### src/rtl/core/xor_checked_frame_receiver_core_defines.svh
// assertion helpers shared by the frame receiver core
`ifndef XOR_CHECKED_FRAME_RECEIVER_CORE_DEFINES_SVH
`define XOR_CHECKED_FRAME_RECEIVER_CORE_DEFINES_SVH

// same-cycle implication, sampled on i_clk, off while i_rst_n is low
`define XCFR_ASSERT_IMP(name, ante, cons) \
    name: assert property (@(posedge i_clk) disable iff (!i_rst_n) (ante) |-> (cons)) \
        else $error("xcfr same-cycle check failed");

// next-cycle implication
`define XCFR_ASSERT_NXT(name, ante, cons) \
    name: assert property (@(posedge i_clk) disable iff (!i_rst_n) (ante) |=> (cons)) \
        else $error("xcfr next-cycle check failed");

`endif

### src/rtl/core/xcfr_pkg.sv
package xcfr_pkg;

    localparam logic [7:0] STAR_CHAR         = 8'h2A;
    localparam logic [7:0] NEWLINE_CHAR      = 8'h0A;
    localparam logic [7:0] DIGIT_ZERO        = 8'h30;
    localparam logic [7:0] DIGIT_NINE        = 8'h39;
    localparam logic [1:0] DIGIT_SLOTS       = 2'd3;
    localparam logic [7:0] START_CHAR_RESET  = 8'd35;

    typedef struct packed {
        logic       checksum_ok;
        logic [7:0] computed_xor;
        logic [9:0] received_checksum;
        logic [5:0] frame_length;
        logic       truncated;
    } t_result;

    // handshake between the byte register, the parser and the result register
    typedef struct packed {
        logic advance;
        logic load;
        logic can_take;
    } t_flow;

endpackage

### src/rtl/core/xcfr_ifs.sv
interface xcfr_byte_if;
    logic       valid;
    logic       ready;
    logic [7:0] rx_byte;

    modport source (output valid, output rx_byte, input ready);
    modport sink   (input valid, input rx_byte, output ready);
endinterface

interface xcfr_result_if;
    logic       valid;
    logic       ready;
    logic       checksum_ok;
    logic [7:0] computed_xor;
    logic [9:0] received_checksum;
    logic [5:0] frame_length;
    logic       truncated;

    modport source (output valid, output checksum_ok, output computed_xor,
                    output received_checksum, output frame_length, output truncated,
                    input ready);
    modport sink   (input valid, input checksum_ok, input computed_xor,
                    input received_checksum, input frame_length, input truncated,
                    output ready);
endinterface

### src/rtl/core/xcfr_in_stage.sv
module xcfr_in_stage import xcfr_pkg::*; (
    input  logic       i_clk,
    input  logic       i_rst_n,
    input  logic       i_accept,
    input  logic [7:0] i_byte,
    input  t_flow      i_flow,
    output logic       o_valid,
    output logic [7:0] o_byte
);

    logic       r_valid;
    logic       n_valid;
    logic [7:0] r_byte;

    always_comb begin
        n_valid = r_valid;
        if (i_accept) begin
            n_valid = 1'b1;
        end else if (i_flow.advance) begin
            n_valid = 1'b0;
        end
    end

    always_ff @(posedge i_clk) begin
        if (!i_rst_n) begin
            r_valid <= 1'b0;
        end else begin
            r_valid <= n_valid;
        end
    end

    always_ff @(posedge i_clk) begin
        if (i_accept) begin
            r_byte <= i_byte;
        end
    end

    assign o_valid = r_valid;
    assign o_byte  = r_byte;

endmodule

### src/rtl/core/xcfr_parser.sv
module xcfr_parser import xcfr_pkg::*; #(
    parameter int FRAME_BUFFER_DEPTH = 64
) (
    input  logic       i_clk,
    input  logic       i_rst_n,
    input  logic       i_step,
    input  logic [7:0] i_byte,
    input  logic [7:0] i_start_char,
    output logic       o_done,
    output t_result    o_result
);

    localparam int              CW    = $clog2(FRAME_BUFFER_DEPTH);
    localparam logic [CW-1:0]   LIMIT = CW'(FRAME_BUFFER_DEPTH - 1);

    logic          r_in_frame, n_in_frame;
    logic [CW-1:0] r_count,    n_count;
    logic [7:0]    r_xor,      n_xor;
    logic          r_star,     n_star;
    logic [1:0]    r_slots,    n_slots;
    logic          r_stopped,  n_stopped;
    logic [9:0]    r_value,    n_value;

    logic [CW-1:0] upd_count;
    logic [7:0]    upd_xor;
    logic          upd_star;
    logic [1:0]    upd_slots;
    logic          upd_stopped;
    logic [9:0]    upd_value;
    logic          is_digit;
    logic          is_nl;

    always_comb begin
        is_digit    = (i_byte >= DIGIT_ZERO) && (i_byte <= DIGIT_NINE);
        is_nl       = (i_byte == NEWLINE_CHAR);
        upd_count   = r_count + 1'b1;
        upd_xor     = r_xor;
        upd_star    = r_star;
        upd_slots   = r_slots;
        upd_stopped = r_stopped;
        upd_value   = r_value;
        if (r_star) begin
            if (r_slots != DIGIT_SLOTS) begin
                upd_slots = r_slots + 2'd1;
                if (!r_stopped) begin
                    if (is_digit) begin
                        // value * 10 + digit, never above 999
                        upd_value = 10'({r_value, 3'b000} + {r_value, 1'b0}
                                        + {6'd0, i_byte[3:0]});
                    end else begin
                        upd_stopped = 1'b1;
                    end
                end
            end
        end else if (i_byte == STAR_CHAR) begin
            upd_star = 1'b1;
        end else begin
            upd_xor = r_xor ^ i_byte;
        end
    end

    always_comb begin
        n_in_frame = r_in_frame;
        n_count    = r_count;
        n_xor      = r_xor;
        n_star     = r_star;
        n_slots    = r_slots;
        n_stopped  = r_stopped;
        n_value    = r_value;
        o_done     = 1'b0;
        if (i_byte == i_start_char) begin
            // open or restart
            n_in_frame = 1'b1;
            n_count    = CW'(1);
            n_xor      = '0;
            n_star     = 1'b0;
            n_slots    = '0;
            n_stopped  = 1'b0;
            n_value    = '0;
        end else if (r_in_frame) begin
            o_done = is_nl || (upd_count >= LIMIT);
            if (o_done) begin
                n_in_frame = 1'b0;
                n_count    = '0;
                n_xor      = '0;
                n_star     = 1'b0;
                n_slots    = '0;
                n_stopped  = 1'b0;
                n_value    = '0;
            end else begin
                n_count    = upd_count;
                n_xor      = upd_xor;
                n_star     = upd_star;
                n_slots    = upd_slots;
                n_stopped  = upd_stopped;
                n_value    = upd_value;
            end
        end
    end

    always_comb begin
        o_result.checksum_ok       = (upd_value == {2'b00, upd_xor});
        o_result.computed_xor      = upd_xor;
        o_result.received_checksum = upd_value;
        o_result.frame_length      = 6'(upd_count);
        o_result.truncated         = !is_nl;
    end

    always_ff @(posedge i_clk) begin
        if (!i_rst_n) begin
            r_in_frame <= 1'b0;
            r_count    <= '0;
            r_xor      <= '0;
            r_star     <= 1'b0;
            r_slots    <= '0;
            r_stopped  <= 1'b0;
            r_value    <= '0;
        end else if (i_step) begin
            r_in_frame <= n_in_frame;
            r_count    <= n_count;
            r_xor      <= n_xor;
            r_star     <= n_star;
            r_slots    <= n_slots;
            r_stopped  <= n_stopped;
            r_value    <= n_value;
        end
    end

endmodule

### src/rtl/core/xcfr_out_reg.sv
module xcfr_out_reg import xcfr_pkg::*; (
    input  logic    i_clk,
    input  logic    i_rst_n,
    input  t_flow   i_flow,
    input  t_result i_result,
    input  logic    i_ready,
    output logic    o_can_take,
    output logic    o_valid,
    output t_result o_result
);

    logic    r_valid;
    logic    n_valid;
    t_result r_result;

    assign o_can_take = !r_valid || i_ready;

    always_comb begin
        n_valid = r_valid;
        if (i_flow.load) begin
            n_valid = 1'b1;
        end else if (i_ready) begin
            n_valid = 1'b0;
        end
    end

    always_ff @(posedge i_clk) begin
        if (!i_rst_n) begin
            r_valid <= 1'b0;
        end else begin
            r_valid <= n_valid;
        end
    end

    always_ff @(posedge i_clk) begin
        if (i_flow.load) begin
            r_result <= i_result;
        end
    end

    assign o_valid  = r_valid;
    assign o_result = r_result;

endmodule

### src/rtl/core/xor_checked_frame_receiver_core.sv
// path: an accepted byte is held in the byte register until the parser takes it;
//   the result beat of a closing byte is registered in the result register that drives o_res
// throughput: one byte per cycle, limited only by result beats stalled on o_res
// reset: synchronous active-low i_rst_n clears frame state, empties both
//   registers and sets start_char to '#' (35)
`include "xor_checked_frame_receiver_core_defines.svh"

module xor_checked_frame_receiver_core import xcfr_pkg::*; #(
    parameter int FRAME_BUFFER_DEPTH = 64
) (
    input  logic                 i_clk,
    input  logic                 i_rst_n,
    input  logic                 i_cfg_we,
    input  logic [7:0]           i_cfg_wdata,
    xcfr_byte_if.sink            i_rx,
    xcfr_result_if.source        o_res
);

    localparam logic [5:0] LIMIT_LOW = 6'(FRAME_BUFFER_DEPTH - 1);

    logic [7:0] r_start;
    logic       in_valid;
    logic [7:0] in_byte;
    logic       done;
    t_result    parsed;
    t_result    out_result;
    t_flow      flow;
    logic       can_take;
    logic       accept;

    always_ff @(posedge i_clk) begin
        if (!i_rst_n) begin
            r_start <= START_CHAR_RESET;
        end else if (i_cfg_we) begin
            r_start <= i_cfg_wdata;
        end
    end

    // a byte that closes a frame waits until the result register is free
    assign flow.can_take = can_take;
    assign flow.advance  = in_valid && (!done || can_take);
    assign flow.load     = flow.advance && done;
    assign i_rx.ready    = !in_valid || flow.advance;
    assign accept        = i_rx.valid && i_rx.ready;

    xcfr_in_stage u_in (
        .i_clk   (i_clk),
        .i_rst_n (i_rst_n),
        .i_accept(accept),
        .i_byte  (i_rx.rx_byte),
        .i_flow  (flow),
        .o_valid (in_valid),
        .o_byte  (in_byte)
    );

    xcfr_parser #(
        .FRAME_BUFFER_DEPTH(FRAME_BUFFER_DEPTH)
    ) u_parse (
        .i_clk       (i_clk),
        .i_rst_n     (i_rst_n),
        .i_step      (flow.advance),
        .i_byte      (in_byte),
        .i_start_char(r_start),
        .o_done      (done),
        .o_result    (parsed)
    );

    xcfr_out_reg u_out (
        .i_clk     (i_clk),
        .i_rst_n   (i_rst_n),
        .i_flow    (flow),
        .i_result  (parsed),
        .i_ready   (o_res.ready),
        .o_can_take(can_take),
        .o_valid   (o_res.valid),
        .o_result  (out_result)
    );

    assign o_res.checksum_ok       = out_result.checksum_ok;
    assign o_res.computed_xor      = out_result.computed_xor;
    assign o_res.received_checksum = out_result.received_checksum;
    assign o_res.frame_length      = out_result.frame_length;
    assign o_res.truncated         = out_result.truncated;

    `XCFR_ASSERT_IMP(a_ok_matches, o_res.valid, o_res.checksum_ok == (o_res.received_checksum == {2'b00, o_res.computed_xor}))
    `XCFR_ASSERT_IMP(a_trunc_len, o_res.valid && o_res.truncated, o_res.frame_length == LIMIT_LOW)
    `XCFR_ASSERT_IMP(a_value_range, o_res.valid, o_res.received_checksum <= 10'd999)
    `XCFR_ASSERT_NXT(a_in_hold, in_valid && !flow.advance, in_valid && $stable(in_byte))

endmodule

### src/flat_wrapper.sv
// flat-port wrapper written by rule: the top's interface ports become plain ports
module xor_checked_frame_receiver_core_flat import xcfr_pkg::*;
#(
    parameter int FRAME_BUFFER_DEPTH = 64
)
  (i_clk, i_rst_n, i_cfg_we, i_cfg_wdata, i_rx_valid, i_rx_rx_byte, i_rx_ready, o_res_valid, o_res_checksum_ok, o_res_computed_xor, o_res_received_checksum, o_res_frame_length, o_res_truncated, o_res_ready);
  xcfr_byte_if i_rx_i ();
  xcfr_result_if o_res_i ();
  input  logic i_clk;
  input  logic i_rst_n;
  input  logic i_cfg_we;
  input  logic [7:0] i_cfg_wdata;
  input wire logic [$bits(i_rx_i.valid)-1:0] i_rx_valid;
  input wire logic [$bits(i_rx_i.rx_byte)-1:0] i_rx_rx_byte;
  output wire logic [$bits(i_rx_i.ready)-1:0] i_rx_ready;
  output wire logic [$bits(o_res_i.valid)-1:0] o_res_valid;
  output wire logic [$bits(o_res_i.checksum_ok)-1:0] o_res_checksum_ok;
  output wire logic [$bits(o_res_i.computed_xor)-1:0] o_res_computed_xor;
  output wire logic [$bits(o_res_i.received_checksum)-1:0] o_res_received_checksum;
  output wire logic [$bits(o_res_i.frame_length)-1:0] o_res_frame_length;
  output wire logic [$bits(o_res_i.truncated)-1:0] o_res_truncated;
  input wire logic [$bits(o_res_i.ready)-1:0] o_res_ready;
  assign i_rx_i.valid = i_rx_valid;
  assign i_rx_i.rx_byte = i_rx_rx_byte;
  assign i_rx_ready = i_rx_i.ready;
  assign o_res_valid = o_res_i.valid;
  assign o_res_checksum_ok = o_res_i.checksum_ok;
  assign o_res_computed_xor = o_res_i.computed_xor;
  assign o_res_received_checksum = o_res_i.received_checksum;
  assign o_res_frame_length = o_res_i.frame_length;
  assign o_res_truncated = o_res_i.truncated;
  assign o_res_i.ready = o_res_ready;
  xor_checked_frame_receiver_core #(.FRAME_BUFFER_DEPTH(FRAME_BUFFER_DEPTH)) u_core (.i_clk(i_clk), .i_rst_n(i_rst_n), .i_cfg_we(i_cfg_we), .i_cfg_wdata(i_cfg_wdata), .i_rx(i_rx_i), .o_res(o_res_i));
endmodule
### config.mk
export PLATFORM = sky130hd
export DESIGN_NAME = xor_checked_frame_receiver_core_flat
export DESIGN_NICKNAME = d
export VERILOG_FILES = /design/src/rtl/core/xcfr_pkg.sv /design/src/rtl/core/xcfr_ifs.sv /design/src/rtl/core/xcfr_in_stage.sv /design/src/rtl/core/xcfr_parser.sv /design/src/rtl/core/xcfr_out_reg.sv /design/src/rtl/core/xor_checked_frame_receiver_core.sv /design/src/flat_wrapper.sv
export VERILOG_INCLUDE_DIRS = /design/src /design/src/rtl/core
export SDC_FILE = /design/constraint.sdc
export NUM_CORES = 1
export LEC_CHECK = 0
export ABC_AREA = 0
export BUFFER_PORTS_ARGS = -buffer_cell sky130_fd_sc_hd__buf_2
export CORE_UTILIZATION = 50
export CTS_BUF_LIST = sky130_fd_sc_hd__clkbuf_4
export DETAILED_ROUTE_END_ITERATION = 16
export PLACE_DENSITY_LB_ADDON = 0.2
export SYNTH_ARGS = -nofsm -noshare
export SYNTH_HDL_FRONTEND = slang
export SYNTH_HIERARCHICAL = 1
export SYNTH_SLANG_ARGS = --single-unit
### constraint.sdc
create_clock -name i_clk -period 3.48 [get_ports i_clk]
set_input_delay 0.696 -clock i_clk [delete_from_list [all_inputs] [get_ports i_clk]]
set_output_delay 0.696 -clock i_clk [all_outputs]
set_load 0.05 [all_outputs]
; ---- Word level (Yosys, flattened, before mapping)
; Index checks and enable logic that the tools add are counted.
[word_totals]
regBits = 73
latchBits = 0
ram_bits = 0
rom_bits = 0
in_bits = 21
out_inout_bits = 28
wordCells = 89
mem_count = 0
[classes]
add_sub_neg = 4
n_mul = 0
div_mod_pow = 0
order_cmp = 3
eq_ne = 5
shifts = 0
n_mux = 41
bitwise_logic = 1
reduce_logical = 19
[op_table]
columns = cell, n
row1 = $mux 10, 7
row2 = $mux 8, 5
row3 = $mux 1, 21
row4 = $mux 6, 3
row5 = $add 10x10->10, 1
row6 = $add 10x4->10, 1
row7 = $eq 10x8->1, 1
row8 = $mux 2, 5
row9 = $eq 8x4->1 const B, 1
row10 = $eq 8x6->1 const B, 1
row11 = $eq 8x8->1, 1
row12 = $ge 8x6->1 const B, 1
row13 = $le 8x6->1 const B, 1
row14 = $xor 8x8->8, 1
row15 = $add 6x1->6 const B, 1
row16 = $ge 6x6->1 const B, 1
row17 = $reduce_bool 2->1, 3
row18 = $reduce_bool 3->1, 2
row19 = $logic_and 1x1->1, 4
row20 = $logic_not 1->1, 4
row21 = $logic_or 1x1->1, 4
row22 = $reduce_and 4->1, 1
row23 = $add 2x1->2 const B, 1
row24 = $ne 2x2->1 const B, 1
row25 = $reduce_and 2->1, 1

; ---- Longest topological paths before layout
[logic_depth]
depth_word = 11
depth_mapped = 13
ltp_nobuf = 13

; ---- By module
; The synthesis kept the hierarchy.
[modules_own_cells]
columns = module, instances, cells_each, area_each_um2, seq_area_each_um2
row1 = xcfr_parser, 1, 283, 2329.7, 580.6
row2 = xcfr_out_reg, 1, 30, 829.5, 800.8
row3 = xor_checked_frame_receiver_core, 1, 30, 325.3, 160.2
row4 = xcfr_in_stage, 1, 11, 281.5, 260.2

; ---- Worst setup path before layout
; Ideal clock, no wire load.
[synth_path]
path_kind = reg-to-reg
from = register u_core.u_parse.r_count[1]
to = register u_core.u_parse.r_value[9]
setup_time_ns = 0.065
t_arrival_ns = 2.790
required_time_ns = 3.415
setup_slack_ns = 0.625
path_stages_with_launch = 14
n_path_buf = 1
synth_period_minus_slack_ns = 2.855
path_cell_list = dfxtp_1 > ha_1 > nand3_1 > xnor2_1 > o211a_1 > a21boi_2 > nor3b_1 > a21boi_0 > nand2_1 > a221oi_2 > a21boi_4 > buf_4 > a32oi_1 > nor2_1
[synth_rtl]
columns = element, line_no
row1 = start: declaration, xcfr_parser.sv:17  ; logic [CW-1:0] r_count, n_count;
row2 = start signal: assignment, xcfr_parser.sv:120  ; r_count <= n_count;
row3 = end signal: assignment, xcfr_parser.sv:125  ; r_value <= n_value;
row4 = end: declaration, xcfr_parser.sv:22  ; logic [9:0] r_value, n_value;

==> results_dict.tcl <==
set metrics [dict create \
    status "finished clean" \
    p_seq_share_pct 57.4 \
    area_growth_syn_to_layout_pct 13.5 \
    critPathMaxFanout 6 \
    fin_ws_ps 211 \
    worstPathCellList "ha_1 -> nand3_1 -> xnor2_1 -> o211a_1 -> a21boi_2 -> nor3b_2 -> nand3b_1 -> buf_2" \
    synth_edf_count 34 \
    path_class "reg2out" \
    fin_nets 447 \
    combinationalPowerShare_pct 6.9 \
    synth_cell_types 65 \
    wire_per_inst_um 14.5 \
    place_congestion 0.843 \
    final_area_um2 4270 \
    critPathRequiredTime_ps 2780 \
    fillerInstances 630 \
    std_cell_rows 31 \
    dpl.hpwl_mm 5.34 \
    worstPathArrival_ps 2570 \
    critPathSlowestCell "dfxtp_1" \
    p_leak_uw 0.00176 \
    cp_slowest_stage_delay_ps 440 \
    ctsResizeCount 0 \
    cts_buffers 9 \
    cp_top_family "simple AND/OR/NAND/NOR gates" \
    async_flop_share_pct 0 \
    max_slew.worst_pin.slew_ps 622 \
    synth_common_cells "dfxtp_1, nand2_1, edfxtp_1" \
    syn-cell-area_um2 3770 \
    synth.most_common_cell "dfxtp_1" \
    clock-sinks 73 \
    worstRegToRegCells 12 \
    crit_cells 8 \
    start_kind "flip-flop" \
    cts_root_buf "clkbuf_4" \
    synth.area.top_cells "edfxtp_1, dfxtp_1, ha_1" \
    routed_via_density 5.27 \
    timing.setup.tns_ps 0 \
    fin_skew_ps 21.0 \
    routed_wl_mm 7.38 \
    internal_power_uw 1260 \
    fin_crit_sh_pct 93.9 \
    synth_top_area_share_pct 27.1 \
    ys_seq_area_share_pct 47.8 \
    io_pins 49 \
    swShare_pct 21.9 \
    fin_cells 510 \
    placed_area_um2 4120 \
    die_height_um 88.8 \
    power.density_nw_per_um2 378 \
    clk_pin_slew_ps 110 \
    cts_hold_buf 0 \
    rsz0062_at_grt "false" \
    min_path_type "in2reg" \
    power.share.clock_pct 35.7 \
    ys.flop_type "dfxtp_1" \
    avgSynthCellArea_um2 10.6 \
    switchingPower_uw 353 \
    dp.cells 495 \
    post-route-min-period_ps 3270 \
    setup_viol 0 \
    hold_slack_ps 464 \
    vias 2686 \
    rr_endpoint "u_core/u_parse/r_value[7]" \
    drive_gt1_share_pct 21.2 \
    coreArea_um2 7250 \
    yosys.area.top_type "edfxtp_1" \
    dieArea_um2 7880 \
    setup.worst_path.end_class "primary output" \
    grt_usage_pct 20.3 \
    yosysWarnings 6 \
    ys_ff_latch 73 \
    grt_pass1_wl_mm 11.9 \
    slew_headroom_pct 58.5 \
    fp.dieW_um 88.8 \
    cts_setup_buffers 0 \
    crit_path_start "u_core/u_parse/r_count[0]" \
    maxCapViolCount 0 \
    start_util_pct 51.9 \
    synth_fp_nets 394 \
    antenna_found_initial 0 \
    drt_iter0_drc 103 \
    grt_max_degree 27 \
    antennaDiodeCount 0 \
    r2r_slack_ps 250 \
    dp_slack_ps 352 \
    hold_viol 0 \
    firstDrtPassIters 4 \
    clock_path_buffers 2 \
    fmax_ghz 0.306 \
    gr-total-overflow 0 \
    cts_tree "built" \
    port_buffers 48 \
    cp_num_buf_inv 1 \
    r2r-start "u_core/u_in/o_byte[2]" \
    drv_slew 0 \
    h-tree-depth 3 \
    insertion_delay_ps 410 \
    ant_nets 0 \
    peakVddDrop_mv 0.215 \
    grt_pass1_vias 2489 \
    netlist_instances 354 \
    drcViolationCount 0 \
    crit_path_end "i_rx_ready" \
]
==> cell usage in the layout, fill, tap and decap left out, drive strengths merged, types with 2 or more instances in the layout <==
cell	n
and2	3
nor3b	2
nand2	35
o22ai	6
nand2b	9
inv	18
a21o	3
xnor2	14
nand3	8
o21a	3
clkinv	3
fa	2
nor2	29
nor4	2
buf	54
and3	4
edfxtp	34
bufinv	2
xor2	21
a32oi	3
a311oi	2
a31oi	2
a21oi	12
mux2i	8
dfxtp	39
nor3	3
a22oi	18
clkbuf	11
nor2b	9
ha	17
o21ai	11
a21boi	4
==> per-stage QoR <==
step | power (uW) | util [%]
detailed placement | 1060 | 56.8
global placement | 1050 | 56.8
floorplan | 1020 | -
CTS | 1630 | 58.8
global route | 1670 | 58.9
finish | 1610 | 58.9
==> metal layers <==
metal,share of wire [%],GRT usage [%],vias up
met3,4.6,4.01,8
met1,46,25.9,1238
met4,1.0,7.48,0
li1,-,-,1363
met5,0,0,-
met2,48,34.1,77
==> flip-flops by register name, indices dropped and copies added, names as in the netlist <==
signal                     cells
u_core/u_in/o_valid            1
u_core/u_parse/r_stopped       1
u_core/u_in/o_byte             8
u_core/u_parse/r_value        10
u_core/u_parse/r_xor           8
u_core/r_start                 8
u_core/u_parse/r_star          1
u_core/u_parse/r_slots         2
u_core/u_parse/r_count         6
u_core/u_parse/r_in_frame      1
u_core/u_out/o_result         26
u_core/u_out/o_valid           1
==> layout make-up <==
cell class	instances	area, um2	share of cell area, %
multi-input combinational	250	1830	42.8
timing repair buffer	54	298	6.97
tap	99	124	2.90
sequential	73	1800	42.2
clock buffer	11	82.6	1.93
inverter	19	71.3	1.67
clock inverter	4	68.8	1.61
==> worst register-to-register path: stages (launching register included) <==
cell,delay [ps]
edfxtp_1,500
xor2_1,210
nor4_1,540
and2_1,320
nor3b_2,90
a21boi_0,260
nand2_1,140
a221oi_2,200
a21boi_4,350
buf_12,200
a21o_1,180
a32oi_1,70
nor2_1,110
==> power by group through the flow <==
stage,Clock [uW],Sequential (uW),Combinational [uW]
after floorplan,0,940,79.6
after global placement,0,945,109
after detailed placement,0,946,111
after CTS,587,927,112
after global routing,619,929,122
final,576,927,111
==> cells by family (layout without fill, tap and decap cells) <==
logic type | Yosys count | in the layout | synth area share (%)
AOI/OAI and AO/OA | 74 | 74 | 14.6
muxes | 8 | 8 | 2.13
buffers and inverters | 31 | 88 | 3.79
and+or+nand+nor | 113 | 113 | 15.6
xor gates and xnor gates | 36 | 36 | 9.34
adders and majority gates | 19 | 19 | 6.71
DFF | 73 | 73 | 47.8
==> how the worst min path moves through the flow <==
stage / startpoint / to / depth (start not counted)
after floorplan: u_core/u_parse/r_stopped / u_core/u_parse/r_stopped / 2
after global placement: u_core/u_parse/r_slots[1] / u_core/u_parse/r_slots[1] / 2
after detailed placement: u_core/u_parse/r_slots[1] / u_core/u_parse/r_slots[1] / 2
after CTS: i_rx_rx_byte[0] / u_core/u_in/o_byte[0] / 1
after global routing: i_rx_rx_byte[0] / u_core/u_in/o_byte[0] / 1
final: i_rx_rx_byte[0] / u_core/u_in/o_byte[0] / 1
(Power assumes the default switching activity.)
